## src/hdl/cdq_pkg.sv

```systemverilog
// Shared types and constants for the circular deque core.
// Used by cdq_store, cdq_ctrl and circular_deque_core; no dependencies.
package cdq_pkg;

  localparam int unsigned Depth  = 16;
  localparam int unsigned DataW  = 32;
  localparam int unsigned IdxW   = $clog2(Depth);
  localparam int unsigned CntW   = $clog2(Depth + 1);

  localparam logic [CntW-1:0] CapReset = CntW'(Depth);

  // Operation codes carried on mode_i
  typedef enum logic [2:0] {
    MODE_PUSH_FRONT = 3'd0,
    MODE_PUSH_REAR  = 3'd1,
    MODE_POP_FRONT  = 3'd2,
    MODE_POP_REAR   = 3'd3,
    MODE_PEEK_FRONT = 3'd4,
    MODE_PEEK_REAR  = 3'd5,
    MODE_NOP_A      = 3'd6,
    MODE_NOP_B      = 3'd7
  } mode_e;

  // Result status codes
  typedef enum logic [1:0] {
    ST_OK        = 2'd0,
    ST_OVERFLOW  = 2'd1,
    ST_UNDERFLOW = 2'd2,
    ST_RSVD      = 2'd3
  } status_e;

  // Access from the controller to the element store
  typedef struct packed {
    logic             we;
    logic [IdxW-1:0]  waddr;
    logic [DataW-1:0] wdata;
    logic             re;
    logic [IdxW-1:0]  raddr;
  } store_req_t;

endpackage

```

## src/hdl/cdq_store.sv

```systemverilog
// Element store of the deque: one write port, one registered read port.
// Depends on cdq_pkg for sizes and the request struct.
module cdq_store import cdq_pkg::*; (
  input  logic             clk_i,
  input  store_req_t       req_i,
  output logic [DataW-1:0] rdata_o
);

  logic [DataW-1:0] mem_q [Depth];
  logic [DataW-1:0] rdata_q;

  // write port
  always_ff @(posedge clk_i) begin
    if (req_i.we) begin
      mem_q[req_i.waddr] <= req_i.wdata;
    end
  end

  // read port, registered
  always_ff @(posedge clk_i) begin
    if (req_i.re) begin
      rdata_q <= mem_q[req_i.raddr];
    end
  end

  assign rdata_o = rdata_q;

endmodule

```

## src/hdl/cdq_ctrl.sv

```systemverilog
// Deque controller: front/rear indices, element count, capacity register,
// store requests and the registered result fields. Depends on cdq_pkg.
module cdq_ctrl import cdq_pkg::*; (
  input  logic             clk_i,
  input  logic             rst_ni,
  input  logic             accept_i,
  input  logic [2:0]       mode_i,
  input  logic [DataW-1:0] data_in_i,
  input  logic             cfg_we_i,
  input  logic [4:0]       cfg_data_i,
  output store_req_t       store_req_o,
  output logic             done_o,
  output logic             rd_sel_o,
  output logic [1:0]       status_o,
  output logic [CntW-1:0]  count_now_o,
  output logic             is_empty_o,
  output logic             is_full_o
);

  logic [IdxW-1:0] front_q, front_d, rear_q, rear_d;
  logic [CntW-1:0] cnt_q, cnt_d, cap_q, cap_d;
  logic            done_q, rd_sel_q, rd_sel_d;
  status_e         status_q, status_d;
  logic            full, empty;
  logic [IdxW-1:0] front_dn, front_up, rear_dn, rear_up;
  logic [CntW-1:0] cfg_val;
  mode_e           mode;

  assign mode  = mode_e'(mode_i);
  assign full  = (cnt_q >= cap_q);
  assign empty = (cnt_q == '0);

  // wrap-around neighbors within the capacity in use
  assign front_dn = (front_q == '0) ? IdxW'(cap_q - CntW'(1)) : front_q - IdxW'(1);
  assign rear_dn  = (rear_q == '0)  ? IdxW'(cap_q - CntW'(1)) : rear_q - IdxW'(1);
  assign front_up = ((CntW'(front_q) + CntW'(1)) >= cap_q) ? '0 : front_q + IdxW'(1);
  assign rear_up  = ((CntW'(rear_q) + CntW'(1)) >= cap_q)  ? '0 : rear_q + IdxW'(1);

  // capacity write, clamped to 1..Depth, only when empty
  always_comb begin
    cfg_val = CntW'(cfg_data_i);
    if (cfg_val == '0) begin
      cfg_val = CntW'(1);
    end else if (cfg_val > CntW'(Depth)) begin
      cfg_val = CntW'(Depth);
    end
    cap_d = cap_q;
    if (cfg_we_i && empty) begin
      cap_d = cfg_val;
    end
  end

  // operation decode and next state
  always_comb begin
    front_d     = front_q;
    rear_d      = rear_q;
    cnt_d       = cnt_q;
    status_d    = ST_OK;
    rd_sel_d    = 1'b0;
    store_req_o = '{we: 1'b0, waddr: front_q, wdata: data_in_i, re: 1'b0, raddr: front_q};
    if (accept_i) begin
      case (mode)
        MODE_PUSH_FRONT, MODE_PUSH_REAR: begin
          if (full) begin
            status_d = ST_OVERFLOW;
          end else begin
            if (empty) begin
              front_d = '0;
              rear_d  = '0;
              store_req_o.waddr = '0;
            end else if (mode == MODE_PUSH_FRONT) begin
              front_d = front_dn;
              store_req_o.waddr = front_dn;
            end else begin
              rear_d = rear_up;
              store_req_o.waddr = rear_up;
            end
            store_req_o.we = 1'b1;
            cnt_d = cnt_q + CntW'(1);
          end
        end
        MODE_POP_FRONT, MODE_POP_REAR, MODE_PEEK_FRONT, MODE_PEEK_REAR: begin
          if (empty) begin
            status_d = ST_UNDERFLOW;
          end else begin
            rd_sel_d       = 1'b1;
            store_req_o.re = 1'b1;
            if (mode == MODE_POP_FRONT || mode == MODE_PEEK_FRONT) begin
              store_req_o.raddr = front_q;
            end else begin
              store_req_o.raddr = rear_q;
            end
            if (mode == MODE_POP_FRONT || mode == MODE_POP_REAR) begin
              if (cnt_q == CntW'(1)) begin
                front_d = '0;
                rear_d  = '0;
              end else if (mode == MODE_POP_FRONT) begin
                front_d = front_up;
              end else begin
                rear_d = rear_dn;
              end
              cnt_d = cnt_q - CntW'(1);
            end
          end
        end
        default: begin
          // unused codes leave the state alone
        end
      endcase
    end
  end

  // control state
  always_ff @(posedge clk_i or negedge rst_ni) begin
    if (!rst_ni) begin
      front_q <= '0;
      rear_q  <= '0;
      cnt_q   <= '0;
      cap_q   <= CapReset;
      done_q  <= 1'b0;
    end else begin
      front_q <= front_d;
      rear_q  <= rear_d;
      cnt_q   <= cnt_d;
      cap_q   <= cap_d;
      done_q  <= accept_i;
    end
  end

  // result fields, captured with each request
  always_ff @(posedge clk_i) begin
    if (accept_i) begin
      status_q <= status_d;
      rd_sel_q <= rd_sel_d;
    end
  end

  assign done_o      = done_q;
  assign rd_sel_o    = rd_sel_q;
  assign status_o    = status_q;
  assign count_now_o = cnt_q;
  assign is_empty_o  = (cnt_q == '0);
  assign is_full_o   = full;

endmodule

```

## src/hdl/circular_deque_core.sv

```systemverilog
// Circular deque core: top level joining the controller and element store.
// The result strobe done_o is registered and rises in the cycle after a request is taken.
// Throughput: one request per cycle; the store read and write both complete
// at the accepting edge, so busy stays low and done_o cannot be held off.
// Reset: indices and count clear, capacity returns to 16; store is not cleared.
// Depends on cdq_pkg, cdq_ctrl and cdq_store.
module circular_deque_core import cdq_pkg::*; (
  input  logic             clk_i,
  input  logic             rst_ni,
  input  logic             start,
  output logic             busy,
  input  logic [2:0]       mode_i,
  input  logic [DataW-1:0] data_in_i,
  output logic             done_o,
  output logic [DataW-1:0] data_out_o,
  output logic [1:0]       status_o,
  output logic [CntW-1:0]  count_now_o,
  output logic             is_empty_o,
  output logic             is_full_o,
  input  logic             cfg_valid_i,
  output logic             cfg_ready_o,
  input  logic [4:0]       cfg_data_i
);

  store_req_t       store_req;
  logic [DataW-1:0] rdata;
  logic             rd_sel;
  logic             accept;

  assign busy        = 1'b0;
  assign cfg_ready_o = 1'b1;
  assign accept      = start && !busy;

  cdq_ctrl u_ctrl (
    .clk_i       (clk_i),
    .rst_ni      (rst_ni),
    .accept_i    (accept),
    .mode_i      (mode_i),
    .data_in_i   (data_in_i),
    .cfg_we_i    (cfg_valid_i && cfg_ready_o),
    .cfg_data_i  (cfg_data_i),
    .store_req_o (store_req),
    .done_o      (done_o),
    .rd_sel_o    (rd_sel),
    .status_o    (status_o),
    .count_now_o (count_now_o),
    .is_empty_o  (is_empty_o),
    .is_full_o   (is_full_o)
  );

  cdq_store u_store (
    .clk_i   (clk_i),
    .req_i   (store_req),
    .rdata_o (rdata)
  );

  // data is zero for pushes, refusals and unused codes
  assign data_out_o = rd_sel ? rdata : '0;

endmodule
```

## config.mk

```make
export PLATFORM = sky130hd
export DESIGN_NAME = circular_deque_core
export DESIGN_NICKNAME = d
export VERILOG_FILES = /design/src/hdl/cdq_pkg.sv /design/src/hdl/cdq_store.sv /design/src/hdl/cdq_ctrl.sv /design/src/hdl/circular_deque_core.sv
export SDC_FILE = /design/constraint.sdc
export NUM_CORES = 1
export LEC_CHECK = 0
export BUFFER_PORTS_ARGS = -buffer_cell sky130_fd_sc_hd__buf_4
export CORE_MARGIN = 2
export CORE_UTILIZATION = 60
export DETAILED_ROUTE_END_ITERATION = 8
export PLACE_DENSITY_LB_ADDON = 0.3
export SLEW_MARGIN = 10
export SYNTH_ARGS = -nofsm -noshare
export SYNTH_HDL_FRONTEND = slang
export SYNTH_HIERARCHICAL = 1
export SYNTH_SLANG_ARGS = --single-unit
```

## constraint.sdc

```tcl
create_clock -name clk_i -period 6.6 [get_ports clk_i]
set_clock_uncertainty 0.1 [all_clocks]
set_input_delay 0.33 -clock clk_i [delete_from_list [all_inputs] [get_ports clk_i]]
set_output_delay 0.33 -clock clk_i [all_outputs]
set_load 0.005 [all_outputs]
```

## After elaboration in Yosys (flattened, before gate mapping)

Memories as Yosys holds them, arrays and structs flattened. A register that Yosys moved wholly into a read port is not among the register bits.
Index checks and enable logic that the tools add are counted.

| operators by class | value |
|---|---|
| $add $sub $neg | 9 |
| divide/modulo/power cells | 0 |
| multiply operators | 0 |
| bitwise logic cells | 0 |
| equal/unequal tests | 13 |
| muxes and demuxes | 42 |
| $lt $le $gt $ge | 4 |
| shifts and indexed selects | 0 |
| reductions and logical operators | 14 |

Operator list:

| cell | count |
|---|---|
| $mux 4 | 21 |
| $mux 5 | 11 |
| $mux 32 | 1 |
| $pmux 4 s2 | 2 |
| $ge 5x5->1 | 3 |
| $reduce_and 7->1 | 2 |
| $sub 4x1->4 const B | 3 |
| $add 4x1->5 const B | 2 |
| $logic_not 5->1 | 2 |
| $pmux 5 s2 | 1 |
| $add 4x1->4 const B | 2 |
| $logic_not 4->1 | 2 |
| $eq 3x2->1 const B | 2 |
| $eq 3x3->1 const B | 2 |
| $ne 3x1->1 const B | 2 |
| $add 5x1->5 const B | 1 |
| $eq 5x1->1 const B | 1 |
| $gt 5x5->1 const B | 1 |
| $reduce_and 5->1 | 1 |
| $sub 5x1->5 const B | 1 |
| $mux 1 | 4 |
| $ne 2x2->1 const B | 2 |
| $pmux 2 s2 | 1 |
| $reduce_or 4->1 | 1 |
| 10 further kinds | 11 |

| storage, ports and cells | value |
|---|---|
| output and inout bits | 44 |
| word-level logic and storage cells | 90 |
| latch bits | 0 |
| input bits | 44 |
| memory bits (read-only) | 0 |
| memories | 1 |
| register bits | 22 |
| bits in writable memories | 512 |

Memory list:

| memory | depth | bits a word | rd ports | clocked after memory_dff | wr ports | line | source |
|---|---|---|---|---|---|---|---|
| u_store.mem_q | 16 | 32 | 1 | 1 | 1 | cdq_store.sv:9 | `logic [DataW-1:0] mem_q [Depth];` |

## Depth between registers and ports, before layout

| logic depth | value |
|---|---|
| depth in word-level cells | 10 |
| mapped depth | 12 |
| gate-level depth less buffers | 11 |

## Hierarchy

The synthesis kept the hierarchy.

Modules (own cells, without submodules):

| module | cells each | area an instance (µm²) | sequential area each (µm²) | instances |
|---|---|---|---|---|
| cdq_store | 838 | 20,155.6 | 16,335.7 | 1 |
| cdq_ctrl | 249 | 2,255.9 | 566.8 | 1 |
| circular_deque_core | 39 | 277.8 | 0.0 | 1 |

## Worst setup path before layout

OpenSTA, ideal clock, no wires.

| timing path | value |
|---|---|
| kind | reg2reg |
| from | register u_ctrl.rear_q[0] |
| to | memory u_store.mem_q[0][0], enable pin |
| path buffers | 0 |
| stages on the path, launching flop included | 12 |
| path slack | 1.372 ns |
| arrival time | 4.667 ns |
| setup time | 0.461 ns |
| clock period less this slack | 5.228 ns |
| required time | 6.039 ns |
| path through | dfrtp_1 > ha_1 > xnor2_1 > inv_1 > ha_1 > nand2_1 > o21ai_0 > a311o_1 > o2bb2ai_1 > a22o_1 > or3b_2 > nor3_1 |

RTL lines:

| element | line | source |
|---|---|---|
| from (decl) | cdq_ctrl.sv:20 | `logic [IdxW-1:0] front_q, front_d, rear_q, rear_d;` |
| from (signal assigned) | cdq_ctrl.sv:123 | `rear_q <= rear_d;` |
| to (decl) | cdq_store.sv:9 |  |

==> run summary <==
part of the cycle the worst path needs = 0.712
largest family of logic cells by synthesized area = multiplexers
power density over the cells = 393 mW/mm2
final instance area = 0.0259 mm2
floorplan row count = 71
hpwl dp = 25900 um
CTS buffer count = 53
status = finished, final reports clean
antenna-violating nets left = 0
post-synthesis cell area = 0.0227 mm2
simple-gate share of the synthesized area = 0.0359
Static Leak = 8.52 nW
Synth Instances = 1126
# nets final = 1312
effective utilization at floorplan = 0.605
post_cts resized = 0
largest net degree at the start of global routing = 76
grt ovf = 0
Root Buffer = clkbuf_16
Final Critical Period = 4.70 ns
initial antenna violation count = 0
drt wl/cell = 27.0 um
CP Class = reg -> reg
Slew headroom = 0.183
Syn Area/Cell = 20.2 um2
EDFF count, synth = 547
asr flop ratio synth = 0.0336
VDD IR max = 0.000342 V
commonest cells after routing, fill and taps aside = edfxtp_1 (547), mux4_2 (128), buf_4 (108), a22oi_1 (66), clkbuf_16 (53)
via/cell ratio = 6.34
Clk Latency, worst-skew pair = 0.58 ns
Yosys top cell by area = edfxtp_1
Achievable Freq = 213 MHz
DIE WIDTH = 198 um
actual slew at the worst max-slew pin = 1.22 ns
final WL = 48300 um
Ports = 88
Remaining DRCs = 0
# diodes = 0
Fin. Hold Viols = 0
DRT Pass-1 Iters = 5
Die H = 198 um
post-placement cell area = 0.0239 mm2
Hold WS = 0.0773 ns
Multi-input gate area = 0.00536 mm2
Syn. warnings = 6
Reg clk slew, reported paths = 0.06 ns
clock buffer depth = 3
CTS sink cnt = 566
vias = 11353
H-tree depth = 2
post-synthesis mux area share = 0.134
Distinct cells, synth = 63
complex-gate fraction of the synthesized area = 0.0416
Core Box Area = 0.0375 mm2
crit path launch type = flop
number of port buffers = 85
most common cell after layout, fill and taps aside = edfxtp_1
sequential element share of the synthesized area = 0.745
adder-cell share of the synthesized area = 0.0127
1st-iter DRT viols = 1227
register area = 0.0169 mm2
unrepaired setup endpoints after global routing = false
max-slew violations = 0
Yosys reg bits = 566
first-pass GRT wire length = 72100 um
post-synthesis xor/xnor area fraction = 0.00496
GRT Total Usage = 0.254
setup_tns = 0 ns
total of max-cap violations = 0
Synth top area share = 0.724
layout cells sized above 1 = 0.301
worst-path fanout max = 68
worst hold-check path type = in -> async
CTS tree = yes
fill cell count = 2304
crit path DAT = 4.91 ns
layout overhead on the synthesized area = 14.1%
vias in the first global route = 11530
gp weighted congestion = 0.827
Syn Nets = 1193
CP required = 6.81 ns
critical path endpoint category = flop
most common flop cell mapped by yosys = edfxtp_1
Die ar. = 0.0394 mm2
final setup fails = 0
largest cells by area after synthesis = edfxtp_1 (72%), mux4_2 (13%), a22oi_1 (2.2%)
## critical path, stage by stage (launching register included)
cell and delay (ns):
dfrtp_1 0.45, inv_1 0.14, ha_1 0.20, nor4b_4 0.60, nor2_1 0.14, and2_2 0.22
buf_4 0.33, nand2_2 0.27, mux2i_4 0.26, buf_4 0.77, mux4_2 0.47, a22oi_1 0.29
nand2_1 0.09
## metal layers
metal	vias to the layer above	routed length (um)	GRT usage
met5	-	0	0
met4	0	1150	0.0802
met3	82	3530	0.0454
met2	481	24400	0.418
met1	5986	19200	0.354
li1	4804	-	-
## metrics by stage
step / setup WS (ns) / power (mW) / instances / util
floorplan: 1.37 / 6.50 / 1126 / -
global placement: 2.01 / 7.25 / 1662 / 0.637
detailed placement: 1.95 / 7.28 / 1662 / 0.637
CTS: 1.88 / 10.2 / 1792 / 0.691
global route: 1.68 / 10.6 / 1792 / 0.691
finish: 1.90 / 10.2 / 1792 / 0.691
## what timing repair did
action | 4_1_cts | 5_1_grt
hold endpoints to repair | 540 | 0
hold buffers | 39 | 0
endpoints found under the setup margin | 0 | 0
buffers inserted | 0 | 0
## kinds of logic (layout without fill, tap and decap cells)
logic type | after synthesis | count (layout)
and+or+nand+nor | 146 | 146
DFF | 566 | 566
xor gates and xnor gates | 12 | 12
muxes | 142 | 142
AOI/OAI and AO/OA | 128 | 128
other | 2 | 2
adders and majority gates | 23 | 23
buffers and inverters | 107 | 262
## state kept, by name (all words and copies together), names as in the netlist
name and cells:
u_store/rdata_o 32, u_ctrl/rd_sel_o 1, u_store/mem_q 512, u_ctrl/cap_q 5
u_ctrl/done_o 1, u_ctrl/status_o 2, u_ctrl/front_q 4, u_ctrl/rear_q 4
u_ctrl/count_now_o 5
## report_power, final
group	leakage, nW	internal [mW]	total, mW	switching, mW
clock network	0.801	1.67	2.93	1.25
logic	2.55	1.38	2.91	1.54
registers	5.17	4.19	4.33	0.138
## synthesized netlist by cell type, types with 3 or more instances
library cell and n:
buf_1 10, ha_1 23, nand3_1 4, nand4_1 3, nand2b_1 9, a22o_1 4
nor2b_1 4, mux4_2 128, dfrtp_1 18, and2_1 3, nor3_1 7, nor2_1 20
a21oi_1 6, buf_2 12, o211ai_1 4, a21o_1 3, o21ai_0 13, and3_1 3
buf_4 43, clkbuf_1 18, o31ai_1 6, and2_2 32, a22oi_1 66, nand3b_1 5
mux2i_1 10, nand2_1 45, clkbuf_2 3, nor3b_1 3, inv_1 20, xor2_1 3
edfxtp_1 547, xnor2_1 8, a31oi_1 3
## cell type report
class / count / area share
Tap cell: 511 / 0.0247
Multi-Input combinational cell: 453 / 0.207
Inverter: 20 / 0.00290
Timing Repair Buffer: 151 / 0.0495
Clock inverter: 24 / 0.0101
Sequential cell: 566 / 0.653
Clock buffer: 67 / 0.0532
## worst paths after layout
kind / start / to / slack (ns) / depth (start not counted)
worst min-delay path: rst_ni / u_ctrl/done_o$_DFF_PN0_ / 0.08 / 2
min in group clk_i: cfg_valid_i / u_ctrl/cap_q[1]$_DFFE_PN0P_ / 0.08 / 4
worst max-delay path: u_ctrl/count_now_o[0]$_DFFE_PN0P_ / u_store/rdata_o[15]$_DFFE_PP_ / 1.90 / 12
worst max register to register: u_ctrl/count_now_o[0]$_DFFE_PN0P_ / u_store/rdata_o[15]$_DFFE_PP_ / 1.90 / 12
worst min register to register: u_ctrl/cap_q[1]$_DFFE_PN0P_ / u_ctrl/cap_q[1]$_DFFE_PN0P_ / 0.45 / 2
max in group asynchronous: rst_ni / u_ctrl/cap_q[4]$_DFFE_PN1P_ / 6.04 / 2
No activity file was read; power rests on OpenSTA's default activity.
